`src/sv/ucb_pkg.sv`:
```
`timescale 1ns / 1ps
// ---------------------------------------------------------------------------
// ucb_pkg: shared types and constants of the UCB1 arm selector
// Item kinds, register indexes, field widths and the controller state type.
// ---------------------------------------------------------------------------
package ucb_pkg;

  // item kinds
  localparam logic [1:0] KIND_CLEAR  = 2'd0;
  localparam logic [1:0] KIND_UPDATE = 2'd1;
  localparam logic [1:0] KIND_SELECT = 2'd2;

  // configuration register indexes
  localparam logic [1:0] REG_EXPLORE = 2'd0;
  localparam logic [1:0] REG_ARMS    = 2'd1;

  localparam int CNT_W   = 24;
  localparam int SUM_W   = 32;
  localparam int SCORE_W = 24;
  localparam int DIV_W   = 40;
  localparam int ROOT_W  = 20;
  localparam int LN_W    = 21;
  localparam int AVG_W   = 26;

  localparam logic [CNT_W-1:0] COUNT_MAX = 24'hFFFFFF;
  localparam logic [31:0]      LN2_Q32   = 32'd2977044472;
  localparam logic [11:0]      EXPLORE_RST = 12'd362;
  localparam logic [4:0]       ARMS_RST    = 5'd16;

  typedef enum logic [4:0] {
    ST_IDLE,
    ST_UPD_RD,
    ST_UPD_WR,
    ST_SEL_MOD,
    ST_LN_NORM,
    ST_LN_SQ,
    ST_LN_SQFIX,
    ST_LN_MUL,
    ST_ARM_RD,
    ST_ARM_CHK,
    ST_DIV_AVG,
    ST_AVG_FIX,
    ST_DIV_RAT,
    ST_SQRT,
    ST_BONUS,
    ST_SCORE,
    ST_NEXT,
    ST_DONE
  } state_t;

endpackage

```
`src/sv/ucb_in_if.sv`:
```
`timescale 1ns / 1ps
// ---------------------------------------------------------------------------
// ucb_in_if: input item channel
// Valid/ready channel carrying one clear, update or select item.
// ---------------------------------------------------------------------------
interface ucb_in_if;
  logic        valid;
  logic        ready;
  logic [1:0]  kind;
  logic [3:0]  arm_index;
  logic signed [9:0] reward;
  logic [23:0] total_games;
  logic [3:0]  start_offset;

  modport source (output valid, kind, arm_index, reward, total_games, start_offset,
                  input ready);
  modport sink   (input valid, kind, arm_index, reward, total_games, start_offset,
                  output ready);
endinterface

```
`src/sv/ucb_out_if.sv`:
```
`timescale 1ns / 1ps
// ---------------------------------------------------------------------------
// ucb_out_if: result channel
// Valid/ready channel carrying the chosen arm and its score.
// ---------------------------------------------------------------------------
interface ucb_out_if;
  logic        valid;
  logic        ready;
  logic [3:0]  best_arm;
  logic        was_unplayed;
  logic signed [23:0] best_score;

  modport source (output valid, best_arm, was_unplayed, best_score, input ready);
  modport sink   (input valid, best_arm, was_unplayed, best_score, output ready);
endinterface

```
`src/sv/ucb_ram.sv`:
```
`timescale 1ns / 1ps
// ---------------------------------------------------------------------------
// ucb_ram: generic single-port-write, single-port-read RAM
// One write and one read per cycle; read data registered.
// ---------------------------------------------------------------------------
module ucb_ram #(
  parameter int WIDTH = 56,
  parameter int DEPTH = 16
) (
  input  logic                     clk,
  input  logic                     we,
  input  logic [$clog2(DEPTH)-1:0] waddr,
  input  logic [WIDTH-1:0]         wdata,
  input  logic [$clog2(DEPTH)-1:0] raddr,
  output logic [WIDTH-1:0]         rdata
);
  logic [WIDTH-1:0] mem [DEPTH];
  logic [WIDTH-1:0] rdata_r;

  always_ff @(posedge clk) begin
    if (we) begin
      mem[waddr] <= wdata;
    end
    rdata_r <= mem[raddr];
  end

  assign rdata = rdata_r;
endmodule

```
`src/sv/ucb_arm_selector.sv`:
```
`timescale 1ns / 1ps
// Clear empties the table as it is taken; update reads the entry (ST_UPD_RD) and
//   writes it back (ST_UPD_WR); select reduces the offset, takes the logarithm, then scores arms.
// One item at a time: the logarithm (16 bit-serial squarings) and, per arm, two
//   40-step serial divisions and a 20-step square root make up a select.
// Reset (rst_n low, synchronous): all arms read as unplayed, explore_factor = 362,
//   active_arms = 16, no result pending.
// ---------------------------------------------------------------------------
// ucb_arm_selector: UCB1 bandit arm selection
// Per-arm play count and reward sum table, with a bit-serial scoring datapath
// (log, divide, square root) that scans the active arms for the best score.
// ---------------------------------------------------------------------------
module ucb_arm_selector #(
  parameter int MAX_ARMS = 16
) (
  input  logic        clk,
  input  logic        rst_n,
  ucb_in_if.sink      in_ch,
  ucb_out_if.source   out_ch,
  input  logic        cfg_we,
  input  logic [1:0]  cfg_idx,
  input  logic [11:0] cfg_wdata
);
  import ucb_pkg::*;

  localparam int AW = (MAX_ARMS > 1) ? $clog2(MAX_ARMS) : 1;
  localparam int PW = (AW > 5) ? AW : 5;
  localparam int EW = CNT_W + SUM_W;

  state_t state_r, state_nxt;

  // configuration
  logic [11:0] ef_r;
  logic [4:0]  arms_r;

  // table occupancy: an entry not marked reads as zero
  logic [MAX_ARMS-1:0] valid_r;
  logic                vld_rd_r;

  // latched item
  logic [AW-1:0]     arm_r;
  logic signed [9:0] reward_r;
  logic [23:0]       total_r;

  // scan
  logic [4:0]    n_r;
  logic [PW-1:0] pos_r;
  logic [4:0]    vis_r;

  // logarithm
  logic [30:0] m_r;
  logic [4:0]  e_r;
  logic [61:0] acc_r;
  logic [30:0] mq_r;
  logic [5:0]  step_r;
  logic [3:0]  sqi_r;
  logic [15:0] lgf_r;
  logic [LN_W-1:0] lg_r;
  logic [LN_W-1:0] ln_r;

  // per-arm scoring
  logic [CNT_W-1:0]        cnt_r;
  logic                    neg_r;
  logic [DIV_W-1:0]        div_r;
  logic [CNT_W-1:0]        drem_r;
  logic signed [AVG_W-1:0] avg_r;
  logic [ROOT_W-1:0]       root_r;
  logic [21:0]             srem_r;
  logic [23:0]             bonus_r;

  // running best and output register
  logic                      have_r;
  logic [3:0]                best_pos_r;
  logic signed [SCORE_W-1:0] best_sc_r;
  logic                      unpl_r;
  logic                      ovalid_r;
  logic [3:0]                ob_arm_r;
  logic                      ob_unpl_r;
  logic signed [SCORE_W-1:0] ob_score_r;

  // RAM port
  logic          ram_we;
  logic [AW-1:0] ram_waddr, ram_raddr;
  logic [EW-1:0] ram_wdata, ram_rdata;

  logic in_fire, out_fire, out_load;

  // ------------------------------------------------------------------
  // Combinational datapath pieces
  // ------------------------------------------------------------------
  logic [CNT_W-1:0]       ent_cnt;
  logic signed [SUM_W-1:0] ent_sum;
  logic signed [SUM_W:0]   sum_ext;
  logic signed [SUM_W-1:0] sum_sat;
  logic [4:0]              n_clamp, arms_nz;

  logic [CNT_W:0]    dsh;
  logic              dge;
  logic [CNT_W-1:0]  drem_nxt;

  logic [23:0] ssh;
  logic [23:0] strial;
  logic        sge;

  logic [61:0] sq_nxt;
  logic [31:0] sq_t;
  logic [52:0] mul_nxt;

  logic [31:0]             abs_sum;
  logic signed [AVG_W-1:0] avg_val;
  logic [31:0]             bprod;
  logic signed [AVG_W:0]   s_wide;
  logic signed [SCORE_W-1:0] s_sat;

  assign ent_cnt = vld_rd_r ? ram_rdata[EW-1:SUM_W] : '0;
  assign ent_sum = vld_rd_r ? $signed(ram_rdata[SUM_W-1:0]) : '0;

  // saturating accumulate of one Q1.8 reward
  always_comb begin
    sum_ext = {ent_sum[SUM_W-1], ent_sum} + (SUM_W+1)'(reward_r);
    if (sum_ext[SUM_W] != sum_ext[SUM_W-1]) begin
      sum_sat = sum_ext[SUM_W] ? {1'b1, {(SUM_W-1){1'b0}}} : {1'b0, {(SUM_W-1){1'b1}}};
    end else begin
      sum_sat = sum_ext[SUM_W-1:0];
    end
  end

  // arm count for the scan: zero means one, cap at the table size
  assign arms_nz = (arms_r == 5'd0) ? 5'd1 : arms_r;
  assign n_clamp = (int'(arms_nz) > MAX_ARMS) ? 5'(MAX_ARMS) : arms_nz;

  // one restoring-division step
  assign dsh      = {drem_r, div_r[DIV_W-1]};
  assign dge      = dsh >= {1'b0, cnt_r};
  assign drem_nxt = dge ? CNT_W'(dsh - {1'b0, cnt_r}) : dsh[CNT_W-1:0];

  // one square-root digit step
  assign ssh    = {srem_r, div_r[DIV_W-1 -: 2]};
  assign strial = {2'b00, root_r, 2'b01};
  assign sge    = ssh >= strial;

  // serial squaring and log2 * ln2 accumulate, MSB first
  assign sq_nxt  = {acc_r[60:0], 1'b0} + (mq_r[30] ? {31'd0, m_r} : 62'd0);
  assign sq_t    = acc_r[61:30];
  assign mul_nxt = {acc_r[51:0], 1'b0} + (lg_r[LN_W-1] ? {21'd0, LN2_Q32} : 53'd0);

  // average: magnitude quotient back to signed, clamped to a range that keeps
  // the final saturation exact
  assign abs_sum = ent_sum[SUM_W-1] ? 32'(-ent_sum) : 32'(ent_sum);
  always_comb begin
    if (neg_r) begin
      if (div_r >= DIV_W'(33554432)) begin
        avg_val = {1'b1, {(AVG_W-1){1'b0}}};
      end else begin
        avg_val = $signed(~{1'b0, div_r[AVG_W-2:0]} + AVG_W'(1));
      end
    end else begin
      if (div_r >= DIV_W'(33554431)) begin
        avg_val = {1'b0, {(AVG_W-1){1'b1}}};
      end else begin
        avg_val = $signed({1'b0, div_r[AVG_W-2:0]});
      end
    end
  end

  assign bprod  = 32'(ef_r) * 32'(root_r);
  assign s_wide = (AVG_W+1)'(avg_r) + $signed({3'b000, bonus_r});
  always_comb begin
    if (s_wide > (AVG_W+1)'(8388607)) begin
      s_sat = {1'b0, {(SCORE_W-1){1'b1}}};
    end else if (s_wide < -(AVG_W+1)'(8388608)) begin
      s_sat = {1'b1, {(SCORE_W-1){1'b0}}};
    end else begin
      s_sat = s_wide[SCORE_W-1:0];
    end
  end

  // ------------------------------------------------------------------
  // Next state
  // ------------------------------------------------------------------
  always_comb begin
    state_nxt = state_r;
    case (state_r)
      ST_IDLE: begin
        if (in_fire) begin
          case (in_ch.kind)
            KIND_UPDATE: begin
              if (int'(in_ch.arm_index) < MAX_ARMS) begin
                state_nxt = ST_UPD_RD;
              end
            end
            KIND_SELECT: state_nxt = ST_SEL_MOD;
            default:     state_nxt = ST_IDLE;
          endcase
        end
      end
      ST_UPD_RD:  state_nxt = ST_UPD_WR;
      ST_UPD_WR:  state_nxt = ST_IDLE;
      ST_SEL_MOD: begin
        if (pos_r < PW'(n_r)) begin
          state_nxt = (total_r == 24'd0) ? ST_ARM_RD : ST_LN_NORM;
        end
      end
      ST_LN_NORM:  if (m_r[30]) state_nxt = ST_LN_SQ;
      ST_LN_SQ:    if (step_r == 6'd30) state_nxt = ST_LN_SQFIX;
      ST_LN_SQFIX: state_nxt = (sqi_r == 4'd0) ? ST_LN_MUL : ST_LN_SQ;
      ST_LN_MUL:   if (step_r == 6'd20) state_nxt = ST_ARM_RD;
      ST_ARM_RD:   state_nxt = ST_ARM_CHK;
      ST_ARM_CHK:  state_nxt = (ent_cnt == '0) ? ST_DONE : ST_DIV_AVG;
      ST_DIV_AVG:  if (step_r == 6'(DIV_W-1)) state_nxt = ST_AVG_FIX;
      ST_AVG_FIX:  state_nxt = ST_DIV_RAT;
      ST_DIV_RAT:  if (step_r == 6'(DIV_W-1)) state_nxt = ST_SQRT;
      ST_SQRT:     if (step_r == 6'(ROOT_W-1)) state_nxt = ST_BONUS;
      ST_BONUS:    state_nxt = ST_SCORE;
      ST_SCORE:    state_nxt = ST_NEXT;
      ST_NEXT:     state_nxt = (vis_r + 5'd1 == n_r) ? ST_DONE : ST_ARM_RD;
      ST_DONE:     if (out_load) state_nxt = ST_IDLE;
      default:     state_nxt = ST_IDLE;
    endcase
  end

  // ------------------------------------------------------------------
  // Outputs of the controller
  // ------------------------------------------------------------------
  always_comb begin
    in_ch.ready = (state_r == ST_IDLE);
    out_load    = (state_r == ST_DONE) && (!ovalid_r || out_ch.ready);
    ram_we      = (state_r == ST_UPD_WR) && (ent_cnt != COUNT_MAX);
    ram_waddr   = arm_r;
    ram_wdata   = {ent_cnt + CNT_W'(1), sum_sat};
    ram_raddr   = (state_r == ST_UPD_RD) ? arm_r : AW'(pos_r);
  end

  assign in_fire  = in_ch.valid && in_ch.ready;
  assign out_fire = out_ch.valid && out_ch.ready;

  ucb_ram #(
    .WIDTH (EW),
    .DEPTH (MAX_ARMS)
  ) u_ram (
    .clk   (clk),
    .we    (ram_we),
    .waddr (ram_waddr),
    .wdata (ram_wdata),
    .raddr (ram_raddr),
    .rdata (ram_rdata)
  );

  // ------------------------------------------------------------------
  // Control registers
  // ------------------------------------------------------------------
  always_ff @(posedge clk) begin
    if (!rst_n) begin
      state_r  <= ST_IDLE;
      ef_r     <= EXPLORE_RST;
      arms_r   <= ARMS_RST;
      valid_r  <= '0;
      ovalid_r <= 1'b0;
    end else begin
      state_r <= state_nxt;
      if (cfg_we) begin
        case (cfg_idx)
          REG_EXPLORE: ef_r   <= cfg_wdata;
          REG_ARMS:    arms_r <= cfg_wdata[4:0];
          default:     ;
        endcase
      end
      // clear drops every entry at once
      if (in_fire && in_ch.kind == KIND_CLEAR) begin
        valid_r <= '0;
      end else if (ram_we) begin
        valid_r[ram_waddr] <= 1'b1;
      end
      if (out_load) begin
        ovalid_r <= 1'b1;
      end else if (out_fire) begin
        ovalid_r <= 1'b0;
      end
    end
  end

  // ------------------------------------------------------------------
  // Datapath registers
  // ------------------------------------------------------------------
  always_ff @(posedge clk) begin
    vld_rd_r <= valid_r[ram_raddr];
    case (state_r)
      ST_IDLE: begin
        arm_r    <= AW'(in_ch.arm_index);
        reward_r <= in_ch.reward;
        total_r  <= in_ch.total_games;
        pos_r    <= PW'(in_ch.start_offset);
        n_r      <= n_clamp;
        vis_r    <= '0;
        have_r   <= 1'b0;
        unpl_r   <= 1'b0;
        ln_r     <= '0;
        m_r      <= {in_ch.total_games, 7'd0};
        e_r      <= 5'd23;
      end
      ST_SEL_MOD: begin
        // reduce the offset by repeated subtraction
        if (pos_r >= PW'(n_r)) begin
          pos_r <= pos_r - PW'(n_r);
        end
      end
      ST_LN_NORM: begin
        if (m_r[30]) begin
          acc_r  <= '0;
          mq_r   <= m_r;
          step_r <= '0;
          sqi_r  <= 4'd15;
        end else begin
          m_r <= {m_r[29:0], 1'b0};
          e_r <= e_r - 5'd1;
        end
      end
      ST_LN_SQ: begin
        acc_r  <= sq_nxt;
        mq_r   <= {mq_r[29:0], 1'b0};
        step_r <= step_r + 6'd1;
      end
      ST_LN_SQFIX: begin
        lgf_r <= {lgf_r[14:0], sq_t[31]};
        m_r   <= sq_t[31] ? sq_t[31:1] : sq_t[30:0];
        mq_r  <= sq_t[31] ? sq_t[31:1] : sq_t[30:0];
        acc_r <= '0;
        step_r <= '0;
        sqi_r <= sqi_r - 4'd1;
        lg_r  <= {e_r, lgf_r[14:0], sq_t[31]};
      end
      ST_LN_MUL: begin
        acc_r  <= {9'd0, mul_nxt};
        lg_r   <= {lg_r[LN_W-2:0], 1'b0};
        step_r <= step_r + 6'd1;
        if (step_r == 6'd20) begin
          ln_r <= mul_nxt[52:32];
        end
      end
      ST_ARM_CHK: begin
        cnt_r  <= ent_cnt;
        neg_r  <= ent_sum[SUM_W-1];
        // load |sum| * 256 as the dividend of the average
        div_r  <= {abs_sum, 8'd0};
        drem_r <= '0;
        step_r <= '0;
        if (ent_cnt == '0) begin
          best_pos_r <= pos_r[3:0];
          best_sc_r  <= '0;
          unpl_r     <= 1'b1;
        end
      end
      ST_DIV_AVG, ST_DIV_RAT: begin
        div_r  <= {div_r[DIV_W-2:0], dge};
        drem_r <= drem_nxt;
        if (state_r == ST_DIV_RAT && step_r == 6'(DIV_W-1)) begin
          srem_r <= '0;
          root_r <= '0;
          step_r <= '0;
        end else begin
          step_r <= step_r + 6'd1;
        end
      end
      ST_AVG_FIX: begin
        avg_r  <= avg_val;
        div_r  <= {3'd0, ln_r, 16'd0};
        drem_r <= '0;
        step_r <= '0;
      end
      ST_SQRT: begin
        srem_r <= sge ? 22'(ssh - strial) : ssh[21:0];
        root_r <= {root_r[ROOT_W-2:0], sge};
        div_r  <= {div_r[DIV_W-3:0], 2'b00};
        step_r <= step_r + 6'd1;
      end
      ST_BONUS: begin
        bonus_r <= bprod[31:8];
      end
      ST_SCORE: begin
        // strict compare keeps ties on the arm met first
        if (!have_r || s_sat > best_sc_r) begin
          have_r     <= 1'b1;
          best_pos_r <= pos_r[3:0];
          best_sc_r  <= s_sat;
        end
      end
      ST_NEXT: begin
        vis_r <= vis_r + 5'd1;
        pos_r <= (pos_r + PW'(1) == PW'(n_r)) ? '0 : pos_r + PW'(1);
      end
      default: ;
    endcase
    if (out_load) begin
      ob_arm_r   <= best_pos_r;
      ob_unpl_r  <= unpl_r;
      ob_score_r <= best_sc_r;
    end
  end

  assign out_ch.valid        = ovalid_r;
  assign out_ch.best_arm     = ob_arm_r;
  assign out_ch.was_unplayed = ob_unpl_r;
  assign out_ch.best_score   = ob_score_r;

endmodule

```
`src/flat_wrapper.sv`:
```
// flat-port wrapper written by rule: the top's interface ports become plain ports
module ucb_arm_selector_flat import ucb_pkg::*;
#(
  parameter int MAX_ARMS = 16
)
  (clk, rst_n, cfg_we, cfg_idx, cfg_wdata, in_ch_valid, in_ch_kind, in_ch_arm_index, in_ch_reward, in_ch_total_games, in_ch_start_offset, in_ch_ready, out_ch_valid, out_ch_best_arm, out_ch_was_unplayed, out_ch_best_score, out_ch_ready);
  ucb_in_if in_ch_i ();
  ucb_out_if out_ch_i ();
  input  logic clk;
  input  logic rst_n;
  input  logic cfg_we;
  input  logic [1:0] cfg_idx;
  input  logic [11:0] cfg_wdata;
  input wire logic [$bits(in_ch_i.valid)-1:0] in_ch_valid;
  input wire logic [$bits(in_ch_i.kind)-1:0] in_ch_kind;
  input wire logic [$bits(in_ch_i.arm_index)-1:0] in_ch_arm_index;
  input wire logic [$bits(in_ch_i.reward)-1:0] in_ch_reward;
  input wire logic [$bits(in_ch_i.total_games)-1:0] in_ch_total_games;
  input wire logic [$bits(in_ch_i.start_offset)-1:0] in_ch_start_offset;
  output wire logic [$bits(in_ch_i.ready)-1:0] in_ch_ready;
  output wire logic [$bits(out_ch_i.valid)-1:0] out_ch_valid;
  output wire logic [$bits(out_ch_i.best_arm)-1:0] out_ch_best_arm;
  output wire logic [$bits(out_ch_i.was_unplayed)-1:0] out_ch_was_unplayed;
  output wire logic [$bits(out_ch_i.best_score)-1:0] out_ch_best_score;
  input wire logic [$bits(out_ch_i.ready)-1:0] out_ch_ready;
  assign in_ch_i.valid = in_ch_valid;
  assign in_ch_i.kind = in_ch_kind;
  assign in_ch_i.arm_index = in_ch_arm_index;
  assign in_ch_i.reward = in_ch_reward;
  assign in_ch_i.total_games = in_ch_total_games;
  assign in_ch_i.start_offset = in_ch_start_offset;
  assign in_ch_ready = in_ch_i.ready;
  assign out_ch_valid = out_ch_i.valid;
  assign out_ch_best_arm = out_ch_i.best_arm;
  assign out_ch_was_unplayed = out_ch_i.was_unplayed;
  assign out_ch_best_score = out_ch_i.best_score;
  assign out_ch_i.ready = out_ch_ready;
  ucb_arm_selector #(.MAX_ARMS(MAX_ARMS)) u_core (.clk(clk), .rst_n(rst_n), .in_ch(in_ch_i), .out_ch(out_ch_i), .cfg_we(cfg_we), .cfg_idx(cfg_idx), .cfg_wdata(cfg_wdata));
endmodule
```
`config.mk`:
```
export PLATFORM = sky130hd
export DESIGN_NAME = ucb_arm_selector_flat
export DESIGN_NICKNAME = d
export VERILOG_FILES = /design/src/sv/ucb_pkg.sv /design/src/sv/ucb_in_if.sv /design/src/sv/ucb_out_if.sv /design/src/sv/ucb_ram.sv /design/src/sv/ucb_arm_selector.sv /design/src/flat_wrapper.sv
export SDC_FILE = /design/constraint.sdc
export NUM_CORES = 2
export LEC_CHECK = 0
export BUFFER_PORTS_ARGS = -buffer_cell sky130_fd_sc_hd__buf_2
export CAP_MARGIN = 20
export CELL_PAD_IN_SITES_DETAIL_PLACEMENT = 0
export CELL_PAD_IN_SITES_GLOBAL_PLACEMENT = 1
export CORE_ASPECT_RATIO = 0.75
export CORE_MARGIN = 4
export CORE_UTILIZATION = 40
export CTS_CLUSTER_DIAMETER = 200
export DETAILED_ROUTE_END_ITERATION = 12
export PLACE_DENSITY_LB_ADDON = 0.1
export SYNTH_ARGS = -nofsm -noshare
export SYNTH_HDL_FRONTEND = slang
export SYNTH_SLANG_ARGS = --single-unit
export TNS_END_PERCENT = 5
```
`constraint.sdc`:
```
create_clock -name clk -period 7.45 [get_ports clk]
set_input_delay 0 -clock clk [delete_from_list [all_inputs] [get_ports clk]]
set_output_delay 0 -clock clk [all_outputs]
set_load 0.05 [all_outputs]
```
==> impl_metrics.env <==
export IMPL_via_count=47300
export IMPL_routed_wl_mm=207
export IMPL_synth_top_cell_by_area="edfxtp_1"
export IMPL_cp_end_kind="flop"
export IMPL_r2r_start="u_core.avg_r[0]$_DFFE_PP_"
export IMPL_final_cells=8533
export IMPL_grt_overflow=0
export IMPL_yosys_cell_count_top_type="edfxtp_1"
export IMPL_rr_endpoint="u_core.best_sc_r[15]$_SDFFCE_PN0P_"
export IMPL_coreArea_mm2=0.186
export IMPL_drv_cap=0
export IMPL_first_pass_iters=9
export IMPL_clkLatencyLatePin_ns=0.81
export IMPL_worst_slew_pin_slew_ns=1.09
export IMPL_syn_to_final_growth_pct=13.7
export IMPL_grt_pass1_wl_mm=310
export IMPL_p_per_area_mw_per_mm2=348
export IMPL_max_vdd_ir_drop_mv=0.393
export IMPL_critPathArrivalTime_ns=7.38
export IMPL_detail_route_iter0_violations=4226
export IMPL_required_ns=7.91
export IMPL_period_needed_ns=6.92
export IMPL_io_pins=94
export IMPL_holdWs_ns=0.0466
export IMPL_setup_viol=0
export IMPL_gp_congestion=0.810
export IMPL_worst_slack_ns=0.534
export IMPL_pwr_share_seq_pct=41.6
export IMPL_ctsResizeCount=0
export IMPL_crit_buf_inv=2
export IMPL_grt_max_degree=115
export IMPL_cts_tree="built"
export IMPL_port_buffers=93
export IMPL_routed_via_density=5.54
export IMPL_final_hold_viol_count=0
export IMPL_drc=0
export IMPL_finalClockSkew_ns=0.0605
export IMPL_postSynthCellCount=5673
export IMPL_seq_area_frac_synth_pct=57.9
export IMPL_syn_nets=6180
export IMPL_crit_family="compound AO/OA/AOI/OAI gates"
export IMPL_die_y_um=383
export IMPL_yosysWarningCount=0
export IMPL_clk_pin_slew_ns=0.06
export IMPL_swShare_pct=34.0
export IMPL_clock_path_buffers=3
export IMPL_synth_top_area_share_pct=55.3
export IMPL_place_ws_ns=0.617
export IMPL_tns_ns=0
export IMPL_period_share_pct=92.8
export IMPL_start_util_pct=40.3
export IMPL_ff2ff_setup_slack_ns=0.53
export IMPL_synth_edf_count=1385
export IMPL_fill_cells=16900
export IMPL_wl_per_cell_um=24.2
export IMPL_die_width_um=509
export IMPL_hp_class="in -> reg"
export IMPL_min_to="u_core.valid_r[3]$_SDFFE_PP0P_"
export IMPL_worst_hold_path_num_cells=6
export IMPL_rr_worst_depth=24
export IMPL_nNetsFinal=6410
export IMPL_synth_area_mm2=0.0752
export IMPL_ys_flop_type="edfxtp_1"
export IMPL_post_place_cells=8110
export IMPL_worstSetupStartpointType="flop"
export IMPL_seq_area_mm2=0.0435
export IMPL_yosysUniqueCellTypes=85
export IMPL_antenna_found_initial=5
export IMPL_clockRootBuffer="clkbuf_16"
export IMPL_fmax_mhz=145
export IMPL_cp_depth=24
export IMPL_p_comb_share_pct=32.5
export IMPL_power_leakage_nw=31.4
export IMPL_p_sw_mw=10.1
export IMPL_path_class="reg -> reg"
export IMPL_slew_viol_final=0
export IMPL_rsz0062_at_grt="false"
export IMPL_hold_start="in_ch_kind[0]"
export IMPL_path_cells="ha_1 -> fa_1 -> a211oi_1 -> o21ai_0 -> a31oi_1 -> o21ai_0 -> a311o_1 -> a311o_1 -> a21boi_0 -> a211o_1 -> buf_4 -> a21oi_1 -> ha_1 -> a21o_1 -> a21o_1 -> a21o_1 -> a21oi_1 -> nor2b_1 -> o21ai_0 -> a2111oi_0 -> or4_1 -> nand3_1 -> nor2_2 -> buf_4"
export IMPL_p_total_mw=29.7
export IMPL_async_reset_ff_share_pct=0
export IMPL_slowest_delay_ns=0.47
export IMPL_cts_max_level=4
export IMPL_ys_ff_latch=1481
export IMPL_synth_avg_cell_area_um2=13.3
export IMPL_layout_drive_gt1_share_pct=12.9
export IMPL_cts_sinks=1481
export IMPL_track_usage_pct=21.1
export IMPL_status="finished, final reports clean"
export IMPL_clkPwrFrac_pct=25.9
export IMPL_row_count=137
export IMPL_p_int_mw=19.6
export IMPL_first_global_vias=47100
export IMPL_crit_slowest_cell="a311o_1"
export IMPL_hpwlAfterDp_mm=132
export IMPL_multi_input_comb_area_mm2=0.0296
export IMPL_max_slew_margin_pct=27.1
export IMPL_synth_area_leaders="edfxtp_1 55%, mux4_2 6.8%, fa_1 4.9%, ha_1 4.3%, nand2_1 2.9%"
export IMPL_path_max_fanout=24
export IMPL_dieArea_mm2=0.195
export IMPL_synthTopCellsByCount="1385 x edfxtp_1, 581 x nand2_1, 323 x inv_1, 298 x nor2_1, 259 x ha_1"
export IMPL_final_antenna_net_count=0
export IMPL_cts_buffers=153
-- timing repair --
action,CTS,global route
setup buffers,0,0
hold endpoints to repair,105,0
hold buffers,127,0
-- cell type report --
type / count / share of cell area, %
tap: 2502 / 3.66
sequential: 1481 / 50.9
clock inverter: 84 / 1.05
clock buffer: 198 / 4.78
multi-input combinational: 3574 / 34.7
timing repair buffer: 369 / 3.51
inverter: 324 / 1.42
antenna: 1 / 0.00293
-- flip-flops by register name (all words and copies together), names as in the netlist, 24 cells and up --
name	flops
u_core.avg_r	26
u_core.m_r	31
u_core.u_ram.mem	896
u_core.div_r	40
u_core.u_ram.rdata	56
u_core.total_r	24
u_core.out_ch.best_score	24
u_core.best_sc_r	24
u_core.acc_r	62
u_core.mq_r	31
u_core.drem_r	24
u_core.cnt_r	24
u_core.bonus_r	24
-- cells by family after synthesis --
kind of cell               count (synthesis)  synth area share, %
buffers and inverters                    618                 3.13
DFF                                     1481                 57.9
and+or+nand+nor                         1521                 9.61
adders and majority gates                448                 9.29
muxes                                    311                 7.94
AOI/OAI and AO/OA                       1044                 9.25
xor gates and xnor gates                 250                 2.91
-- worst register-to-register path, cell delays in order (launching register included) --
cell	delay, ns
edfxtp_1	0.39
ha_1	0.24
fa_1	0.43
a211oi_1	0.34
o21ai_0	0.24
a31oi_1	0.33
o21ai_0	0.24
a311o_1	0.47
a311o_1	0.40
a21boi_0	0.37
a211o_1	0.19
buf_4	0.27
a21oi_1	0.12
ha_1	0.32
a21o_1	0.11
a21o_1	0.11
a21o_1	0.10
a21oi_1	0.06
nor2b_1	0.10
o21ai_0	0.07
a2111oi_0	0.47
or4_1	0.19
nand3_1	0.14
nor2_2	0.43
buf_4	0.41
-- layer usage --
| metal | wire length [um] | share of wire, % | vias to the layer above | track usage, % |
|---|---|---|---|---|
| met5 | 0 | 0 | - | 0 |
| met4 | 2600 | 1.3 | 0 | 3.32 |
| met3 | 10700 | 5.2 | 186 | 3.14 |
| met2 | 90600 | 44 | 1149 | 31.3 |
| met1 | 103000 | 50 | 24300 | 33.1 |
| li1 | - | - | 21700 | - |
-- power by group through the flow --
stage | sequential (mW) | combinational, mW | clock (mW)
after global routing | 12.5 | 10.6 | 8.28
after CTS | 12.4 | 9.73 | 7.90
after floorplan | 12.2 | 6.40 | 0
final | 12.4 | 9.67 | 7.70
after detailed placement | 12.6 | 9.65 | 0
after global placement | 12.6 | 9.55 | 0
-- cell usage in the layout (no fill, tap or decap), types with 43 or more instances in the layout --
cell type	count
nor3_1	56
nand2_1	580
xor2_1	121
buf_2	93
a21o_1	102
o21a_1	49
xnor2_1	129
buf_4	137
a221o_1	58
a211oi_1	85
a21oi_1	223
nor2_1	275
nand3_1	97
dlygate4sd3_1	127
clkbuf_16	154
and2_1	201
mux4_2	228
a31oi_1	87
fa_1	185
nand4_1	43
dfxtp_1	95
ha_1	259
mux2i_1	76
edfxtp_1	1385
o21ai_0	199
inv_1	322
-- stage by stage --
step	utilization (%)	cell area, um2
6_report	45.8	85500
5_1_grt	45.8	85500
4_1_cts	45.8	85300
3_5_place_dp	42.4	79100
3_3_place_gp	42.4	79100
2_1_floorplan	-	75200
-- worst max path at each step --
stage / endpoint / start / slack (ns)
5_1_grt: u_core.best_sc_r[15]$_SDFFCE_PN0P_ / u_core.avg_r[0]$_DFFE_PP_ / 0.06
3_5_place_dp: u_core.best_sc_r[5]$_SDFFCE_PN0P_ / u_core.avg_r[0]$_DFFE_PP_ / 0.62
4_1_cts: u_core.best_sc_r[14]$_SDFFCE_PN0P_ / u_core.avg_r[0]$_DFFE_PP_ / 0.54
2_1_floorplan: u_core.u_ram.mem[0][0]$_DFFE_PP_ / u_core.vld_rd_r$_DFF_P_ / 0.25
6_report: u_core.best_sc_r[15]$_SDFFCE_PN0P_ / u_core.avg_r[0]$_DFFE_PP_ / 0.53
3_3_place_gp: u_core.best_sc_r[2]$_SDFFCE_PN0P_ / u_core.bonus_r[0]$_DFFE_PP_ / 0.76
No activity file was read; power rests on OpenSTA's default activity.
